[src/rtl/owsm_pkg.sv]
// Shared types, register map, reset values and the control program of the omni wheel mixer.
package owsm_pkg;

  // Configuration port geometry and register map.
  localparam int CFG_IDX_W  = 3;
  localparam int CFG_DATA_W = 16;

  localparam logic [CFG_IDX_W-1:0] REG_SMOOTHING_GAIN = 3'd0;
  localparam logic [CFG_IDX_W-1:0] REG_CHASSIS_RADIUS = 3'd1;
  localparam logic [CFG_IDX_W-1:0] REG_FRONT_SCALE    = 3'd2;
  localparam logic [CFG_IDX_W-1:0] REG_BACK_SCALE     = 3'd3;
  localparam logic [CFG_IDX_W-1:0] REG_WHEEL_GAIN     = 3'd4;

  localparam logic [CFG_DATA_W-1:0] RST_SMOOTHING_GAIN = 16'd13107;
  localparam logic [CFG_DATA_W-1:0] RST_CHASSIS_RADIUS = 16'd13107;
  localparam logic [CFG_DATA_W-1:0] RST_FRONT_SCALE    = 16'd17203;
  localparam logic [CFG_DATA_W-1:0] RST_BACK_SCALE     = 16'd16384;
  localparam logic [CFG_DATA_W-1:0] RST_WHEEL_GAIN     = 16'd6737;

  // Unity in Q1.16, used for the complementary smoother weight.
  localparam logic [CFG_DATA_W:0] GAIN_ONE = 17'h10000;

  // Wheel speed outputs: 17-bit signed, saturated.
  localparam int OUT_W = 17;
  localparam logic signed [OUT_W-1:0] OUT_MAX = {1'b0, {(OUT_W-1){1'b1}}};
  localparam logic signed [OUT_W-1:0] OUT_MIN = {1'b1, {(OUT_W-1){1'b0}}};

  // Micro-operations executed by the datapath.
  typedef enum logic [3:0] {
    U_NOP,
    U_ACCEPT,
    U_MUL_XG,
    U_MAC_SG,
    U_ST_SM,
    U_MUL_TR,
    U_ST_ROT,
    U_MIX,
    U_MAX,
    U_DIV_INIT,
    U_DIV_STEP,
    U_DIV_ST,
    U_MUL_SG,
    U_MUL_W,
    U_ST_OUT,
    U_FINISH
  } uop_t;

  // Sequencing conditions.
  typedef enum logic [2:0] {
    C_NEXT,
    C_JUMP,
    C_WAIT_IN,
    C_LOOP,
    C_SKIP,
    C_WAIT_OUT
  } cond_t;

  localparam int PC_W = 6;
  typedef logic [PC_W-1:0] pc_t;

  typedef struct packed {
    uop_t        op;
    logic [1:0]  sel;
    cond_t       cond;
    pc_t         target;
  } ucw_t;

  localparam int  PROG_LEN  = 37;
  localparam pc_t PC_IDLE   = 6'd0;
  localparam pc_t PC_SCALE  = 6'd26;
  localparam pc_t PC_FINISH = 6'd36;

  function automatic ucw_t uc(uop_t u, logic [1:0] s, cond_t c, pc_t t);
    ucw_t w;
    w.op     = u;
    w.sel    = s;
    w.cond   = c;
    w.target = t;
    return w;
  endfunction

  // The control program. Smoothers, turn term, mix, limit check, four
  // normalizing divisions, scale products and four output conversions.
  localparam ucw_t PROG [PROG_LEN] = '{
    uc(U_ACCEPT,   2'd0, C_WAIT_IN,  PC_IDLE),
    uc(U_MUL_XG,   2'd0, C_NEXT,     PC_IDLE),
    uc(U_MAC_SG,   2'd0, C_NEXT,     PC_IDLE),
    uc(U_ST_SM,    2'd0, C_NEXT,     PC_IDLE),
    uc(U_MUL_XG,   2'd1, C_NEXT,     PC_IDLE),
    uc(U_MAC_SG,   2'd1, C_NEXT,     PC_IDLE),
    uc(U_ST_SM,    2'd1, C_NEXT,     PC_IDLE),
    uc(U_MUL_XG,   2'd2, C_NEXT,     PC_IDLE),
    uc(U_MAC_SG,   2'd2, C_NEXT,     PC_IDLE),
    uc(U_ST_SM,    2'd2, C_NEXT,     PC_IDLE),
    uc(U_MUL_TR,   2'd0, C_NEXT,     PC_IDLE),
    uc(U_ST_ROT,   2'd0, C_NEXT,     PC_IDLE),
    uc(U_MIX,      2'd0, C_NEXT,     PC_IDLE),
    uc(U_MAX,      2'd0, C_SKIP,     PC_SCALE),
    uc(U_DIV_INIT, 2'd0, C_NEXT,     PC_IDLE),
    uc(U_DIV_STEP, 2'd0, C_LOOP,     PC_IDLE),
    uc(U_DIV_ST,   2'd0, C_NEXT,     PC_IDLE),
    uc(U_DIV_INIT, 2'd1, C_NEXT,     PC_IDLE),
    uc(U_DIV_STEP, 2'd1, C_LOOP,     PC_IDLE),
    uc(U_DIV_ST,   2'd1, C_NEXT,     PC_IDLE),
    uc(U_DIV_INIT, 2'd2, C_NEXT,     PC_IDLE),
    uc(U_DIV_STEP, 2'd2, C_LOOP,     PC_IDLE),
    uc(U_DIV_ST,   2'd2, C_NEXT,     PC_IDLE),
    uc(U_DIV_INIT, 2'd3, C_NEXT,     PC_IDLE),
    uc(U_DIV_STEP, 2'd3, C_LOOP,     PC_IDLE),
    uc(U_DIV_ST,   2'd3, C_NEXT,     PC_IDLE),
    uc(U_MUL_SG,   2'd0, C_NEXT,     PC_IDLE),
    uc(U_MUL_SG,   2'd1, C_NEXT,     PC_IDLE),
    uc(U_MUL_W,    2'd0, C_NEXT,     PC_IDLE),
    uc(U_ST_OUT,   2'd0, C_NEXT,     PC_IDLE),
    uc(U_MUL_W,    2'd1, C_NEXT,     PC_IDLE),
    uc(U_ST_OUT,   2'd1, C_NEXT,     PC_IDLE),
    uc(U_MUL_W,    2'd2, C_NEXT,     PC_IDLE),
    uc(U_ST_OUT,   2'd2, C_NEXT,     PC_IDLE),
    uc(U_MUL_W,    2'd3, C_NEXT,     PC_IDLE),
    uc(U_ST_OUT,   2'd3, C_NEXT,     PC_IDLE),
    uc(U_FINISH,   2'd0, C_WAIT_OUT, PC_IDLE)
  };

  // Fetched for any address past the end of the program.
  localparam ucw_t UC_RECOVER = uc(U_NOP, 2'd0, C_JUMP, PC_IDLE);

endpackage

[src/rtl/owsm_intf.sv]
// Handshake interfaces for the chassis command and wheel speed channels.
interface owsm_cmd_if #(parameter int CW = 16);
  logic                 valid;
  logic                 ready;
  logic signed [CW-1:0] forward_speed;
  logic signed [CW-1:0] side_speed;
  logic signed [CW-1:0] turn_rate;
  logic                 restart;

  modport source (output valid, forward_speed, side_speed, turn_rate, restart, input ready);
  modport sink (input valid, forward_speed, side_speed, turn_rate, restart, output ready);
endinterface

interface owsm_wheel_if;
  import owsm_pkg::*;
  logic                    valid;
  logic                    ready;
  logic signed [OUT_W-1:0] front_left_speed;
  logic signed [OUT_W-1:0] back_left_speed;
  logic signed [OUT_W-1:0] back_right_speed;
  logic signed [OUT_W-1:0] front_right_speed;
  logic                    was_limited;

  modport source (output valid, front_left_speed, back_left_speed, back_right_speed,
                  front_right_speed, was_limited, input ready);
  modport sink (input valid, front_left_speed, back_left_speed, back_right_speed,
                front_right_speed, was_limited, output ready);
endinterface

[src/rtl/omni_wheel_speed_mixer_core.sv]
// Omni wheel speed mixer: microcoded smoother, mixer, normalizer and output scaler.
//
//   channel     direction  transfer when            payload
//   in_cmd      sink       valid & ready            forward, side, turn (signed), restart
//   out_wheel   source     valid & ready            four 17-bit wheel speeds, was_limited
//   cfg_*       sink       cfg_wr_en                3-bit register index, 16-bit data
//
// A result is presented once the program has run for its command; when a wheel exceeds 1.0
// the bit-serial divider also runs once per wheel. No new command is taken until the program
// is back at idle, since in_cmd.ready is high only at the idle step. A finished result waits
// in the output register while the next command runs; the sequencer holds at its last step
// only while the previous result is untaken. Synchronous reset restores the register defaults,
// zeroes the smoothers and idles.
module omni_wheel_speed_mixer_core #(
  parameter int COMMAND_WIDTH = 16
) (
  input  logic                               clk,
  input  logic                               rst_n,
  input  logic                               cfg_wr_en,
  input  logic [owsm_pkg::CFG_IDX_W-1:0]     cfg_index,
  input  logic [owsm_pkg::CFG_DATA_W-1:0]    cfg_data,
  owsm_cmd_if.sink                           in_cmd,
  owsm_wheel_if.source                       out_wheel
);
  import owsm_pkg::*;

  // Command and smoother values are signed Q4.FRAC.
  localparam int CW   = COMMAND_WIDTH;
  localparam int FRAC = CW - 4;
  // Mixed wheel values need two more bits than a command; magnitudes one more.
  localparam int WW   = CW + 2;
  localparam int MW   = CW + 1;
  // Shared multiplier operands. Operand A also carries a 16-bit scale factor.
  localparam int MA   = (WW > 17) ? WW : 17;
  localparam int MB   = 33;
  localparam int SGW  = 32;
  // Accumulator: the widest product is a normalized wheel times a 32-bit scale.
  localparam int AW   = CW + 31;
  // Divider: quotient never exceeds 1.0, so FRAC + 1 bits.
  localparam int QW   = FRAC + 1;
  localparam int RW   = CW + 2;
  localparam int CNTW = $clog2(QW);
  localparam int SM_SH  = 16;
  localparam int OUT_SH = FRAC + 12;
  localparam int VW     = AW - OUT_SH;

  localparam logic signed [AW-1:0] SM_HALF  = AW'(1) << (SM_SH - 1);
  localparam logic signed [AW-1:0] OUT_HALF = AW'(1) << (OUT_SH - 1);
  localparam logic [MW-1:0]        ONE_MAG  = MW'(1) << FRAC;
  localparam logic [QW-1:0]        ONE_Q    = QW'(1) << FRAC;
  localparam logic signed [VW-1:0] OUT_HI   = VW'(OUT_MAX);
  localparam logic signed [VW-1:0] OUT_LO   = VW'(OUT_MIN);

  function automatic logic [MW-1:0] mag_of(input logic signed [WW-1:0] v);
    logic signed [WW-1:0] n;
    n = v[WW-1] ? -v : v;
    return n[MW-1:0];
  endfunction

  // Configuration registers.
  logic [CFG_DATA_W-1:0] gain_r, radius_r, fscale_r, bscale_r, wgain_r;

  // Sequencer.
  pc_t  pc_r, pc_nxt;
  ucw_t ctl;

  // Smoother state and working registers.
  logic signed [CW-1:0]    sm_r [3];
  logic signed [CW-1:0]    cmd_r [3];
  logic signed [CW-1:0]    rot_r;
  logic signed [WW-1:0]    w_r [4];
  logic [MW-1:0]           mx_r;
  logic                    lim_r;
  logic signed [AW-1:0]    acc_r;
  logic [RW-1:0]           rem_r;
  logic [QW-1:0]           dsh_r, quo_r;
  logic [CNTW-1:0]         cnt_r;
  logic [SGW-1:0]          sg_r [2];
  logic signed [OUT_W-1:0] res_r [4];

  // Output register.
  logic                    out_valid_r;
  logic signed [OUT_W-1:0] out_spd_r [4];
  logic                    out_lim_r;
  logic                    out_busy;

  // Datapath signals.
  logic signed [MA-1:0]    mul_a;
  logic signed [MB-1:0]    mul_b;
  logic signed [MA+MB-1:0] prod;
  logic signed [AW-1:0]    prod_lo;
  logic signed [AW-1:0]    sm_sum, o_sum;
  logic signed [CW-1:0]    sm_res;
  logic signed [VW-1:0]    o_v;
  logic signed [OUT_W-1:0] o_sat;
  logic [MW-1:0]           m0, m1, m2, m3, mx01, mx23, mx_c, msel;
  logic                    lim_c;
  logic [RW-1:0]           trial, diff;
  logic                    q_bit;
  logic signed [WW-1:0]    q_ext;

  // Fetch the control word for the current step.
  assign ctl = (pc_r < PC_W'(PROG_LEN)) ? PROG[pc_r] : UC_RECOVER;

  assign in_cmd.ready = (pc_r == PC_IDLE);
  assign out_busy     = out_valid_r && !out_wheel.ready;

  assign out_wheel.valid             = out_valid_r;
  assign out_wheel.front_left_speed  = out_spd_r[0];
  assign out_wheel.back_left_speed   = out_spd_r[1];
  assign out_wheel.back_right_speed  = out_spd_r[2];
  assign out_wheel.front_right_speed = out_spd_r[3];
  assign out_wheel.was_limited       = out_lim_r;

  // Shared multiplier operand selection. Wheels 0 and 3 use the front scale product,
  // wheels 1 and 2 the back one.
  always_comb begin
    unique case (ctl.op)
      U_MUL_XG: begin
        mul_a = MA'(cmd_r[ctl.sel]);
        mul_b = MB'(gain_r);
      end
      U_MAC_SG: begin
        mul_a = MA'(sm_r[ctl.sel]);
        mul_b = MB'(GAIN_ONE - (CFG_DATA_W + 1)'(gain_r));
      end
      U_MUL_TR: begin
        mul_a = MA'(sm_r[2]);
        mul_b = MB'(radius_r);
      end
      U_MUL_SG: begin
        mul_a = MA'(ctl.sel[0] ? bscale_r : fscale_r);
        mul_b = MB'(wgain_r);
      end
      U_MUL_W: begin
        mul_a = MA'(w_r[ctl.sel]);
        mul_b = MB'(sg_r[ctl.sel[0] ^ ctl.sel[1]]);
      end
      default: begin
        mul_a = '0;
        mul_b = '0;
      end
    endcase
  end

  assign prod    = mul_a * mul_b;
  assign prod_lo = prod[AW-1:0];

  // Round half up by adding half an LSB and taking the upper bits.
  assign sm_sum = acc_r + SM_HALF;
  assign sm_res = sm_sum[SM_SH +: CW];
  assign o_sum  = acc_r + OUT_HALF;
  assign o_v    = o_sum[AW-1:OUT_SH];

  always_comb begin
    if (o_v > OUT_HI) begin
      o_sat = OUT_MAX;
    end else if (o_v < OUT_LO) begin
      o_sat = OUT_MIN;
    end else begin
      o_sat = o_v[OUT_W-1:0];
    end
  end

  // Largest wheel magnitude, and the limit decision taken at the MAX step.
  assign m0    = mag_of(w_r[0]);
  assign m1    = mag_of(w_r[1]);
  assign m2    = mag_of(w_r[2]);
  assign m3    = mag_of(w_r[3]);
  assign mx01  = (m1 > m0) ? m1 : m0;
  assign mx23  = (m3 > m2) ? m3 : m2;
  assign mx_c  = (mx23 > mx01) ? mx23 : mx01;
  assign lim_c = (mx_c > ONE_MAG);

  // One restoring division step: bring in the next dividend bit, subtract if it fits.
  assign msel  = mag_of(w_r[ctl.sel]);
  assign trial = {rem_r[RW-2:0], dsh_r[QW-1]};
  assign diff  = trial - RW'(mx_r);
  assign q_bit = (trial >= RW'(mx_r));
  assign q_ext = $signed(WW'(quo_r));

  // Next step. Waits hold the step; the loop repeats the divide step until the
  // count runs out; the limit check skips the divisions when nothing exceeds 1.0.
  always_comb begin
    unique case (ctl.cond)
      C_NEXT:     pc_nxt = pc_r + pc_t'(1);
      C_JUMP:     pc_nxt = ctl.target;
      C_WAIT_IN:  pc_nxt = in_cmd.valid ? pc_r + pc_t'(1) : pc_r;
      C_LOOP:     pc_nxt = (cnt_r != '0) ? pc_r : pc_r + pc_t'(1);
      C_SKIP:     pc_nxt = lim_c ? pc_r + pc_t'(1) : ctl.target;
      C_WAIT_OUT: pc_nxt = out_busy ? pc_r : ctl.target;
      default:    pc_nxt = PC_IDLE;
    endcase
  end

  // Control state: sequencer, configuration, smoother state and the output handshake.
  always_ff @(posedge clk) begin
    if (!rst_n) begin
      pc_r        <= PC_IDLE;
      out_valid_r <= 1'b0;
      gain_r      <= RST_SMOOTHING_GAIN;
      radius_r    <= RST_CHASSIS_RADIUS;
      fscale_r    <= RST_FRONT_SCALE;
      bscale_r    <= RST_BACK_SCALE;
      wgain_r     <= RST_WHEEL_GAIN;
      sm_r[0]     <= '0;
      sm_r[1]     <= '0;
      sm_r[2]     <= '0;
    end else begin
      pc_r <= pc_nxt;

      if (cfg_wr_en) begin
        unique case (cfg_index)
          REG_SMOOTHING_GAIN: gain_r   <= cfg_data;
          REG_CHASSIS_RADIUS: radius_r <= cfg_data;
          REG_FRONT_SCALE:    fscale_r <= cfg_data;
          REG_BACK_SCALE:     bscale_r <= cfg_data;
          REG_WHEEL_GAIN:     wgain_r  <= cfg_data;
          default: ;
        endcase
      end

      // A restart command clears the smoothers before its own update.
      if (ctl.op == U_ACCEPT && in_cmd.valid && in_cmd.restart) begin
        sm_r[0] <= '0;
        sm_r[1] <= '0;
        sm_r[2] <= '0;
      end else if (ctl.op == U_ST_SM) begin
        sm_r[ctl.sel] <= sm_res;
      end

      if (ctl.op == U_FINISH && !out_busy) begin
        out_valid_r <= 1'b1;
      end else if (out_wheel.ready) begin
        out_valid_r <= 1'b0;
      end
    end
  end

  // Datapath registers.
  always_ff @(posedge clk) begin
    unique case (ctl.op)
      U_ACCEPT: begin
        if (in_cmd.valid) begin
          cmd_r[0] <= in_cmd.forward_speed;
          cmd_r[1] <= in_cmd.side_speed;
          cmd_r[2] <= in_cmd.turn_rate;
        end
      end
      U_MUL_XG, U_MUL_TR, U_MUL_W: acc_r <= prod_lo;
      U_MAC_SG: acc_r <= acc_r + prod_lo;
      U_ST_ROT: rot_r <= sm_res;
      U_MIX: begin
        w_r[0] <=  WW'(sm_r[0]) + WW'(sm_r[1]) + WW'(rot_r);
        w_r[1] <=  WW'(sm_r[0]) - WW'(sm_r[1]) + WW'(rot_r);
        w_r[2] <= -WW'(sm_r[0]) - WW'(sm_r[1]) + WW'(rot_r);
        w_r[3] <= -WW'(sm_r[0]) + WW'(sm_r[1]) + WW'(rot_r);
      end
      U_MAX: begin
        mx_r  <= mx_c;
        lim_r <= lim_c;
      end
      U_DIV_INIT: begin
        // The dividend is |w| shifted up by FRAC; its top part, |w| / 2, is already
        // below the divisor, so only the last FRAC + 1 bits need steps.
        rem_r <= RW'(msel >> 1);
        dsh_r <= QW'(msel[0]) << FRAC;
        quo_r <= '0;
        cnt_r <= CNTW'(FRAC);
      end
      U_DIV_STEP: begin
        rem_r <= q_bit ? diff : trial;
        quo_r <= {quo_r[QW-2:0], q_bit};
        dsh_r <= dsh_r << 1;
        cnt_r <= cnt_r - CNTW'(1);
      end
      U_DIV_ST: w_r[ctl.sel] <= w_r[ctl.sel][WW-1] ? -q_ext : q_ext;
      U_MUL_SG: sg_r[ctl.sel[0]] <= prod[SGW-1:0];
      U_ST_OUT: res_r[ctl.sel] <= o_sat;
      U_FINISH: begin
        if (!out_busy) begin
          out_spd_r[0] <= res_r[0];
          out_spd_r[1] <= res_r[1];
          out_spd_r[2] <= res_r[2];
          out_spd_r[3] <= res_r[3];
          out_lim_r    <= lim_r;
        end
      end
      default: ;
    endcase
  end

`ifndef NO_ASSERTIONS
  // The sequencer never runs past the end of its program.
  a_pc_in_program: assert property (@(posedge clk) disable iff (!rst_n)
    pc_r < PC_W'(PROG_LEN))
    else $error("sequencer left the program");

  // A result appears only when the last step hands it over.
  a_result_from_finish: assert property (@(posedge clk) disable iff (!rst_n)
    $rose(out_valid_r) |-> $past(pc_r) == PC_FINISH)
    else $error("result raised outside the finish step");

  // Leaving the idle step means a command was taken.
  a_leave_idle_on_cmd: assert property (@(posedge clk) disable iff (!rst_n)
    ($past(pc_r) == PC_IDLE && pc_r != PC_IDLE) |-> $past(in_cmd.valid))
    else $error("sequencer started without a command");

  // A normalized magnitude never exceeds 1.0.
  a_quotient_bound: assert property (@(posedge clk) disable iff (!rst_n)
    (ctl.op == U_DIV_ST) |-> (quo_r <= ONE_Q))
    else $error("normalized wheel magnitude above one");

  // The limit flag handed out matches the stored maximum.
  a_limit_consistent: assert property (@(posedge clk) disable iff (!rst_n)
    (pc_r == PC_FINISH && lim_r) |-> (mx_r > ONE_MAG))
    else $error("limit flag without an oversized wheel");
`endif

endmodule
[src/flat_wrapper.sv]
// flat-port wrapper written by rule: the top's interface ports become plain ports
module omni_wheel_speed_mixer_core_flat import owsm_pkg::*;
#(
  parameter int COMMAND_WIDTH = 16
)
  (clk, rst_n, cfg_wr_en, cfg_index, cfg_data, in_cmd_valid, in_cmd_forward_speed, in_cmd_side_speed, in_cmd_turn_rate, in_cmd_restart, in_cmd_ready, out_wheel_valid, out_wheel_front_left_speed, out_wheel_back_left_speed, out_wheel_back_right_speed, out_wheel_front_right_speed, out_wheel_was_limited, out_wheel_ready);
  owsm_cmd_if in_cmd_i ();
  owsm_wheel_if out_wheel_i ();
  input  logic clk;
  input  logic rst_n;
  input  logic cfg_wr_en;
  input  logic [owsm_pkg::CFG_IDX_W-1:0] cfg_index;
  input  logic [owsm_pkg::CFG_DATA_W-1:0] cfg_data;
  input wire logic [$bits(in_cmd_i.valid)-1:0] in_cmd_valid;
  input wire logic [$bits(in_cmd_i.forward_speed)-1:0] in_cmd_forward_speed;
  input wire logic [$bits(in_cmd_i.side_speed)-1:0] in_cmd_side_speed;
  input wire logic [$bits(in_cmd_i.turn_rate)-1:0] in_cmd_turn_rate;
  input wire logic [$bits(in_cmd_i.restart)-1:0] in_cmd_restart;
  output wire logic [$bits(in_cmd_i.ready)-1:0] in_cmd_ready;
  output wire logic [$bits(out_wheel_i.valid)-1:0] out_wheel_valid;
  output wire logic [$bits(out_wheel_i.front_left_speed)-1:0] out_wheel_front_left_speed;
  output wire logic [$bits(out_wheel_i.back_left_speed)-1:0] out_wheel_back_left_speed;
  output wire logic [$bits(out_wheel_i.back_right_speed)-1:0] out_wheel_back_right_speed;
  output wire logic [$bits(out_wheel_i.front_right_speed)-1:0] out_wheel_front_right_speed;
  output wire logic [$bits(out_wheel_i.was_limited)-1:0] out_wheel_was_limited;
  input wire logic [$bits(out_wheel_i.ready)-1:0] out_wheel_ready;
  assign in_cmd_i.valid = in_cmd_valid;
  assign in_cmd_i.forward_speed = in_cmd_forward_speed;
  assign in_cmd_i.side_speed = in_cmd_side_speed;
  assign in_cmd_i.turn_rate = in_cmd_turn_rate;
  assign in_cmd_i.restart = in_cmd_restart;
  assign in_cmd_ready = in_cmd_i.ready;
  assign out_wheel_valid = out_wheel_i.valid;
  assign out_wheel_front_left_speed = out_wheel_i.front_left_speed;
  assign out_wheel_back_left_speed = out_wheel_i.back_left_speed;
  assign out_wheel_back_right_speed = out_wheel_i.back_right_speed;
  assign out_wheel_front_right_speed = out_wheel_i.front_right_speed;
  assign out_wheel_was_limited = out_wheel_i.was_limited;
  assign out_wheel_i.ready = out_wheel_ready;
  omni_wheel_speed_mixer_core #(.COMMAND_WIDTH(COMMAND_WIDTH)) u_core (.clk(clk), .rst_n(rst_n), .cfg_wr_en(cfg_wr_en), .cfg_index(cfg_index), .cfg_data(cfg_data), .in_cmd(in_cmd_i), .out_wheel(out_wheel_i));
endmodule
[config.mk]
export PLATFORM = sky130hd
export DESIGN_NAME = omni_wheel_speed_mixer_core_flat
export DESIGN_NICKNAME = d
export VERILOG_FILES = /design/src/rtl/owsm_pkg.sv /design/src/rtl/owsm_intf.sv /design/src/rtl/omni_wheel_speed_mixer_core.sv /design/src/flat_wrapper.sv
export SDC_FILE = /design/constraint.sdc
export NUM_CORES = 2
export LEC_CHECK = 0
export CAP_MARGIN = 25
export CORE_AREA = 4 4 495 448
export CTS_CLUSTER_DIAMETER = 30
export DETAILED_ROUTE_END_ITERATION = 12
export DIE_AREA = 0 0 499 452
export DONT_BUFFER_PORTS = 1
export GPL_TIMING_DRIVEN = 0
export PLACE_DENSITY_LB_ADDON = 0.05
export SETUP_SLACK_MARGIN = 0.5
export SLEW_MARGIN = 25
export SYNTH_ARGS = -nofsm -noshare
export SYNTH_HDL_FRONTEND = slang
export SYNTH_SLANG_ARGS = --single-unit
[constraint.sdc]
create_clock -name clk -period 10.9 [get_ports clk]
set_input_delay 1.635 -clock clk [delete_from_list [all_inputs] [get_ports clk]]
set_output_delay 1.635 -clock clk [all_outputs]
set_load 0.05 [all_outputs]
Word-level counts from Yosys, hierarchy flattened
Memories as Yosys holds them, arrays and structs flattened.
Cells that the tools add are included.

cells by class
  add/sub/neg operators = 22
  multiply operators = 1
  magnitude comparators = 9
  equal/unequal tests = 27
  multiplexer cells = 61
  bitwise gates (word level) = 6
  reduce and logical (&&, ||, !) cells = 23

operators by type and width
  cell                    count
  $mux 17                 11
  $pmux 33 s5             1
  $pmux 47 s2             1
  $pmux 18 s5             1
  $neg 17->17             5
  $mux 16                 5
  $add 18x16->18          3
  $pmux 13 s2             2
  $gt 17x17->1            3
  $add 47x25->47 const B  1
  $add 47x47->47          1
  $mul 18x33->47          1
  $mux 15                 3
  $add 17x16->18          2
  $mux 18                 2
  $pmux 6 s6              1
  $pmux 17 s2             1
  $add 32x17->32 const B  1
  $eq 4x4->1 const B      8
  $mux 1                  26
  $mux 6                  4
  $gt 23x17->1 const B    1
  $lt 23x17->1 const B    1
  $ge 18x17->1            1
  other kinds (36)        63

word-level totals
  register bits = 216
  memory bits (writable) = 368
  bits in read-only memories = 960
  input port bits = 73
  output and inout port bits = 71
  word-level logic and storage cells = 172
  memories = 7

memories
  name              depth  bits a word  read ports  clocked after memory_dff  wr ports  line                                RTL
  (name not given)  64     15           1           0                         0         omni_wheel_speed_mixer_core.sv:103  assign ctl = (pc_r < PC_W'(PROG_LEN)) ? PROG[pc_r] : UC_RECOVER;
  u_core.w_r        4      18           5           0                         4         omni_wheel_speed_mixer_core.sv:71   logic signed [WW-1:0] w_r [4];
  u_core.out_spd_r  4      17           4           0                         4         omni_wheel_speed_mixer_core.sv:83   logic signed [OUT_W-1:0] out_spd_r [4];
  u_core.res_r      4      17           4           0                         1         omni_wheel_speed_mixer_core.sv:79   logic signed [OUT_W-1:0] res_r [4];
  u_core.sg_r       2      32           1           0                         1         omni_wheel_speed_mixer_core.sv:78   logic [SGW-1:0] sg_r [2];
  u_core.cmd_r      3      16           1           0                         3         omni_wheel_speed_mixer_core.sv:69   logic signed [CW-1:0] cmd_r [3];
  +1 memories       --     --           --          --                        --        --

Longest topological paths before layout
  depth in word-level cells = 13
  gate-level depth with buffers = 51
  gate-level depth less buffers = 47

Worst setup path after synthesis
No wires, ideal clock.

  kind = register to register
  from = reg u_core.pc_r[1]
  to = reg u_core.acc_r[45] (data pin)
  library setup time = 0.269 ns
  data arrival time = 10.284 ns
  required time = 10.631 ns
  setup slack = 0.347 ns
  cell stages (with the launch flop) = 47
  buffers on the path = 7
  clock period less this slack = 10.553 ns
  cell sequence = dfxtp_1 > inv_1 > ha_1 > mux2i_1 > a32oi_1 > nand2_2 > buf_4 > buf_4 > buf_4 > buf_2 > o211ai_1 > nand3_1 > o21ai_0 > a211o_1 > buf_2 > buf_1 > nand2_1 > fa_1 > [11 not listed] > a211oi_1 > o21ai_0 > a22o_1 > a21o_1 > a21o_1 > a21o_1 > a21oi_1 > xnor2_1 > ha_1 > clkbuf_1 > nand4_1 > or3_1 > o21ai_0 > a31oi_1 > o21a_1 > o31ai_1 > xnor2_1 > o21ai_0

between the ends
  cells in the longest elaborated chain, start to end = 11
  elaborated cells on any way between the ends = 23
  classes of those cells = add/sub: 1; mul: 1; order compare: 1; eq/ne: 5; mux: 7; bitwise: 2; reduce/logical: 1; memory: 5

ends and longest elaborated chain
  item                                         line                                RTL
  start, declared                              omni_wheel_speed_mixer_core.sv:64   pc_t pc_r, pc_nxt;
  start signal, assigned                       omni_wheel_speed_mixer_core.sv:210  pc_r <= pc_nxt;
  $not 6->7 (not written as such)              omni_wheel_speed_mixer_core.sv:103
  $mem_v2 64x15                                --
  $mux 15 (not written as such) (2 in series)  omni_wheel_speed_mixer_core.sv:103
  $mux 15 (*)                                  omni_wheel_speed_mixer_core.sv:103
  $xor 1x1->1                                  omni_wheel_speed_mixer_core.sv:137  mul_b = MB'(sg_r[ctl.sel[0] ^ ctl.sel[1]]);
  $mem_v2 2x32                                 --
  $pmux 33 s5                                  omni_wheel_speed_mixer_core.sv:118  unique case (ctl.op)
  $mul 18x33->47 (*)                           omni_wheel_speed_mixer_core.sv:146  assign prod = mul_a * mul_b;
  named net u_core.prod[22]                    omni_wheel_speed_mixer_core.sv:90   logic signed [MA+MB-1:0] prod;
  $add 47x47->47 (*)                           omni_wheel_speed_mixer_core.sv:251  U_MAC_SG: acc_r <= acc_r + prod_lo;
  $pmux 47 s2 (*)                              omni_wheel_speed_mixer_core.sv:242  unique case (ctl.op)
  end signal, assigned                         omni_wheel_speed_mixer_core.sv:250  U_MUL_XG, U_MUL_TR, U_MUL_W: acc_r <= prod_lo;
  end signal, assigned                         omni_wheel_speed_mixer_core.sv:251
  end, declared                                omni_wheel_speed_mixer_core.sv:74   logic signed [AW-1:0] acc_r;

Mark *: on every way through the listed nets, which the timed path passes. The rest lies on a longest branch. The select of a mux whose other input is x is not followed.
A chain may end at the register's enable or synchronous reset.

Final worst setup path
  from = reg u_core.pc_r[1]
  to = reg u_core.acc_r[44] (data pin)

The elaborated chain is that of the path after synthesis.

==> impl_metrics.ini <==
[detailed_routing]
vias = 43780
ant_nets = 0
wl_per_cell_microns = 26.2
drt_iter0_drc = 3295
drc = 0
drt_wl_total_mm = 241
viasPerCell = 4.75
dr.pass1.iters = 6

[layout]
area_growth_pct = 31.3
nets = 7151
seqCellArea_sq_um = 16800
instances_no_fill = 9214
nFillCells = 22344
drive_gt1_share_pct = 18.8
multiInputGateArea_sq_um = 36100

[place]
gp_congestion = 0.849
dp_hpwl_mm = 197
dp_cells = 8671
io_buffers = 0

[sta]
max_freq_mhz = 92.0
setup_violations = 0
worst_slew_pin_slew_ps = 1110
grt_setup_unrepaired = true
period_minus_slack_ps = 10870
report.final.slew_viol_count = 0
min_period_over_period_pct = 99.7
worst_clock_skew_ps = 58.5
finalHoldViolations = 0
timing.slew.headroom_pct = 25.8

[synth]
ys_types = 87
netlist_area_sq_um = 54000
synth_edf_count = 501
synth_top_area_cell = edfxtp_1
ys.flop_type = edfxtp_1
avgSynthCellArea_sq_um = 9.40
ys_seq_elements = 588
synth_top_cells_by_count = 864 x nand2_1, 861 x inv_1, 548 x fa_1
synth_top_area_share_pct = 27.9
synth_nets = 6702
synth_cells = 5744
synth-seq-area-share_pct = 31.1
synth_most_common_cell = nand2_1
ys.warnings.count = 0
async_reset_ff_share_pct = 0
synth_area_leaders = edfxtp_1 28%, fa_1 20%, ha_1 7.8%

[die]
start_util_pct = 25.0
ios = 144
die_h_microns = 452
dieWidth_microns = 499
rows = 162
die_area_sq_um = 226000
coreArea_sq_um = 216000

[global_routing]
grt_pass1_vias = 44630
overflow = 0
track_usage_pct = 21.1
grt_pass1_wl_mm = 341
grt_antenna_before_repair = 13
grt_max_degree = 26

[clock_tree]
cts_buffers = 178
cts_root_buf = clkbuf_16
cts_tree = done
clock_latency_ps = 810
clkTransAtPathRegs_ps = 40
cts_hold_buf = 0
htree_levels = 4
cts_sinks = 588
cts.path.max_buffers = 3

[min_path]
hold_class = reg2reg
whs_path_depth = 0

[outcome]
status = complete, no violations

[setup_path]
cpPeakStageDelay_ps = 610
path_max_fanout = 10
critical_path_class = reg2reg
rr_worst_depth = 47
cp.arrival_ps = 11400
cp_common_cell = fa_1
cp.required_ps = 11430
worstSetupEndpointType = flip-flop
critPathSlowestCell = a21oi_2
cp-start-kind = flip-flop

[flow_run]
max_cap_violations = 0
-- cells in the final DEF (no fill, tap or decap), drive strengths merged, types with 40 or more instances in the layout --
master	instances
nand2	865
inv	864
fa	548
edfxtp	501
nor2	409
clkbuf	361
buf	347
ha	337
a21oi	297
o21ai	226
xnor2	160
xor2	138
nand3	123
mux2i	100
and2	95
a21o	90
dfxtp	87
clkinv	73
nor3	71
nand2b	52
nand4	44
mux2	40
-- metrics by stage --
stage          worst slack (ps)  area, sq um  hold slack [ps]  setup TNS [ps]  utilization [%]
2_1_floorplan               517        54000              400               0                -
3_3_place_gp              -5190        57600              400         -192750             26.6
3_5_place_dp              -3610        58700              405         -114420             27.1
4_1_cts                    71.9        69400              401               0             32.1
5_1_grt                    -235        70900              417           -1410             32.8
6_report                   29.4        70900              410               0             32.8
-- final cells by class --
cell class | instances | area share, %
Sequential cell | 588 | 23.7
Timing Repair Buffer | 269 | 3.88
Inverter | 864 | 4.61
Buffer | 225 | 2.90
Tap cell | 2870 | 5.06
Antenna cell | 4 | 0.0141
Clock inverter | 111 | 2.23
Multi-Input combinational cell | 4067 | 50.9
Clock buffer | 216 | 6.70
-- timing repair --
| action | 4_1_cts | 5_1_grt |
|---|---|---|
| endpoints found under the setup margin | 77 | 29 |
| gates resized for setup | 726 | 236 |
| cloned | 2 | 0 |
| buffers inserted | 145 | 65 |
| pin swaps | 159 | 148 |
-- sequential cells by signal (all words and copies together), names as in the netlist, 4 cells and up --
name	count
u_core.rot_r	16
u_core.rem_r	17
u_core.sm_r	64
u_core.quo_r	13
u_core.radius_r	16
u_core.sg_r	64
u_core.bscale_r	16
u_core.wgain_r	16
u_core.mx_r	17
u_core.cmd_r	48
u_core.gain_r	16
u_core.w_r	72
u_core.res_r	68
u_core.fscale_r	16
u_core.acc_r	47
u_core.out_spd_r	68
u_core.cnt_r	4
u_core.pc_r	6
-- layer usage --
metal  up-vias  track usage (%)  share of wire (%)
met2      1210             30.3                 41
li1      19939                -                  -
met5         -                0                  0
met4         0             3.88                1.8
met1     22446             33.3                 52
met3       185             3.26                5.2
-- worst max-delay path, delay by kind of cell (launching register included) --
family,cells,cell delay (ps)
compound gates,15,3620
mux,2,370
buf+inv,12,1480
xor+xnor,2,340
flops,1,420
simple gates,7,770
fa+ha+maj,9,3540
-- kinds of logic (layout without fill, tap and decap cells) --
| family | after synthesis | after routing | synth area share [%] |
|---|---|---|---|
| AO/OA/AOI/OAI | 922 | 922 | 10.7 |
| XOR/XNOR | 298 | 298 | 4.83 |
| adder cells (fa/ha/maj) | 885 | 885 | 28.1 |
| buffers and inverters | 1089 | 1685 | 7.71 |
| flip-flops | 588 | 588 | 31.1 |
| multiplexers | 140 | 140 | 2.69 |
| other | 0 | 4 | 0 |
| AND/OR/NAND/NOR | 1822 | 1822 | 14.9 |
-- path summary, 6_finish.rpt --
check | startpoint | to | slack (ps)
min | u_core.res_r[2][10] | u_core.out_spd_r[2][10] | 410
max reg2reg | u_core.pc_r[1] | u_core.acc_r[44] | 30
max | u_core.pc_r[1] | u_core.acc_r[44] | 30
min reg2reg | u_core.res_r[2][10] | u_core.out_spd_r[2][10] | 410
Power is not shown: default switching activity piles up to over one toggle a cycle in this logic, so the estimate is an artifact.
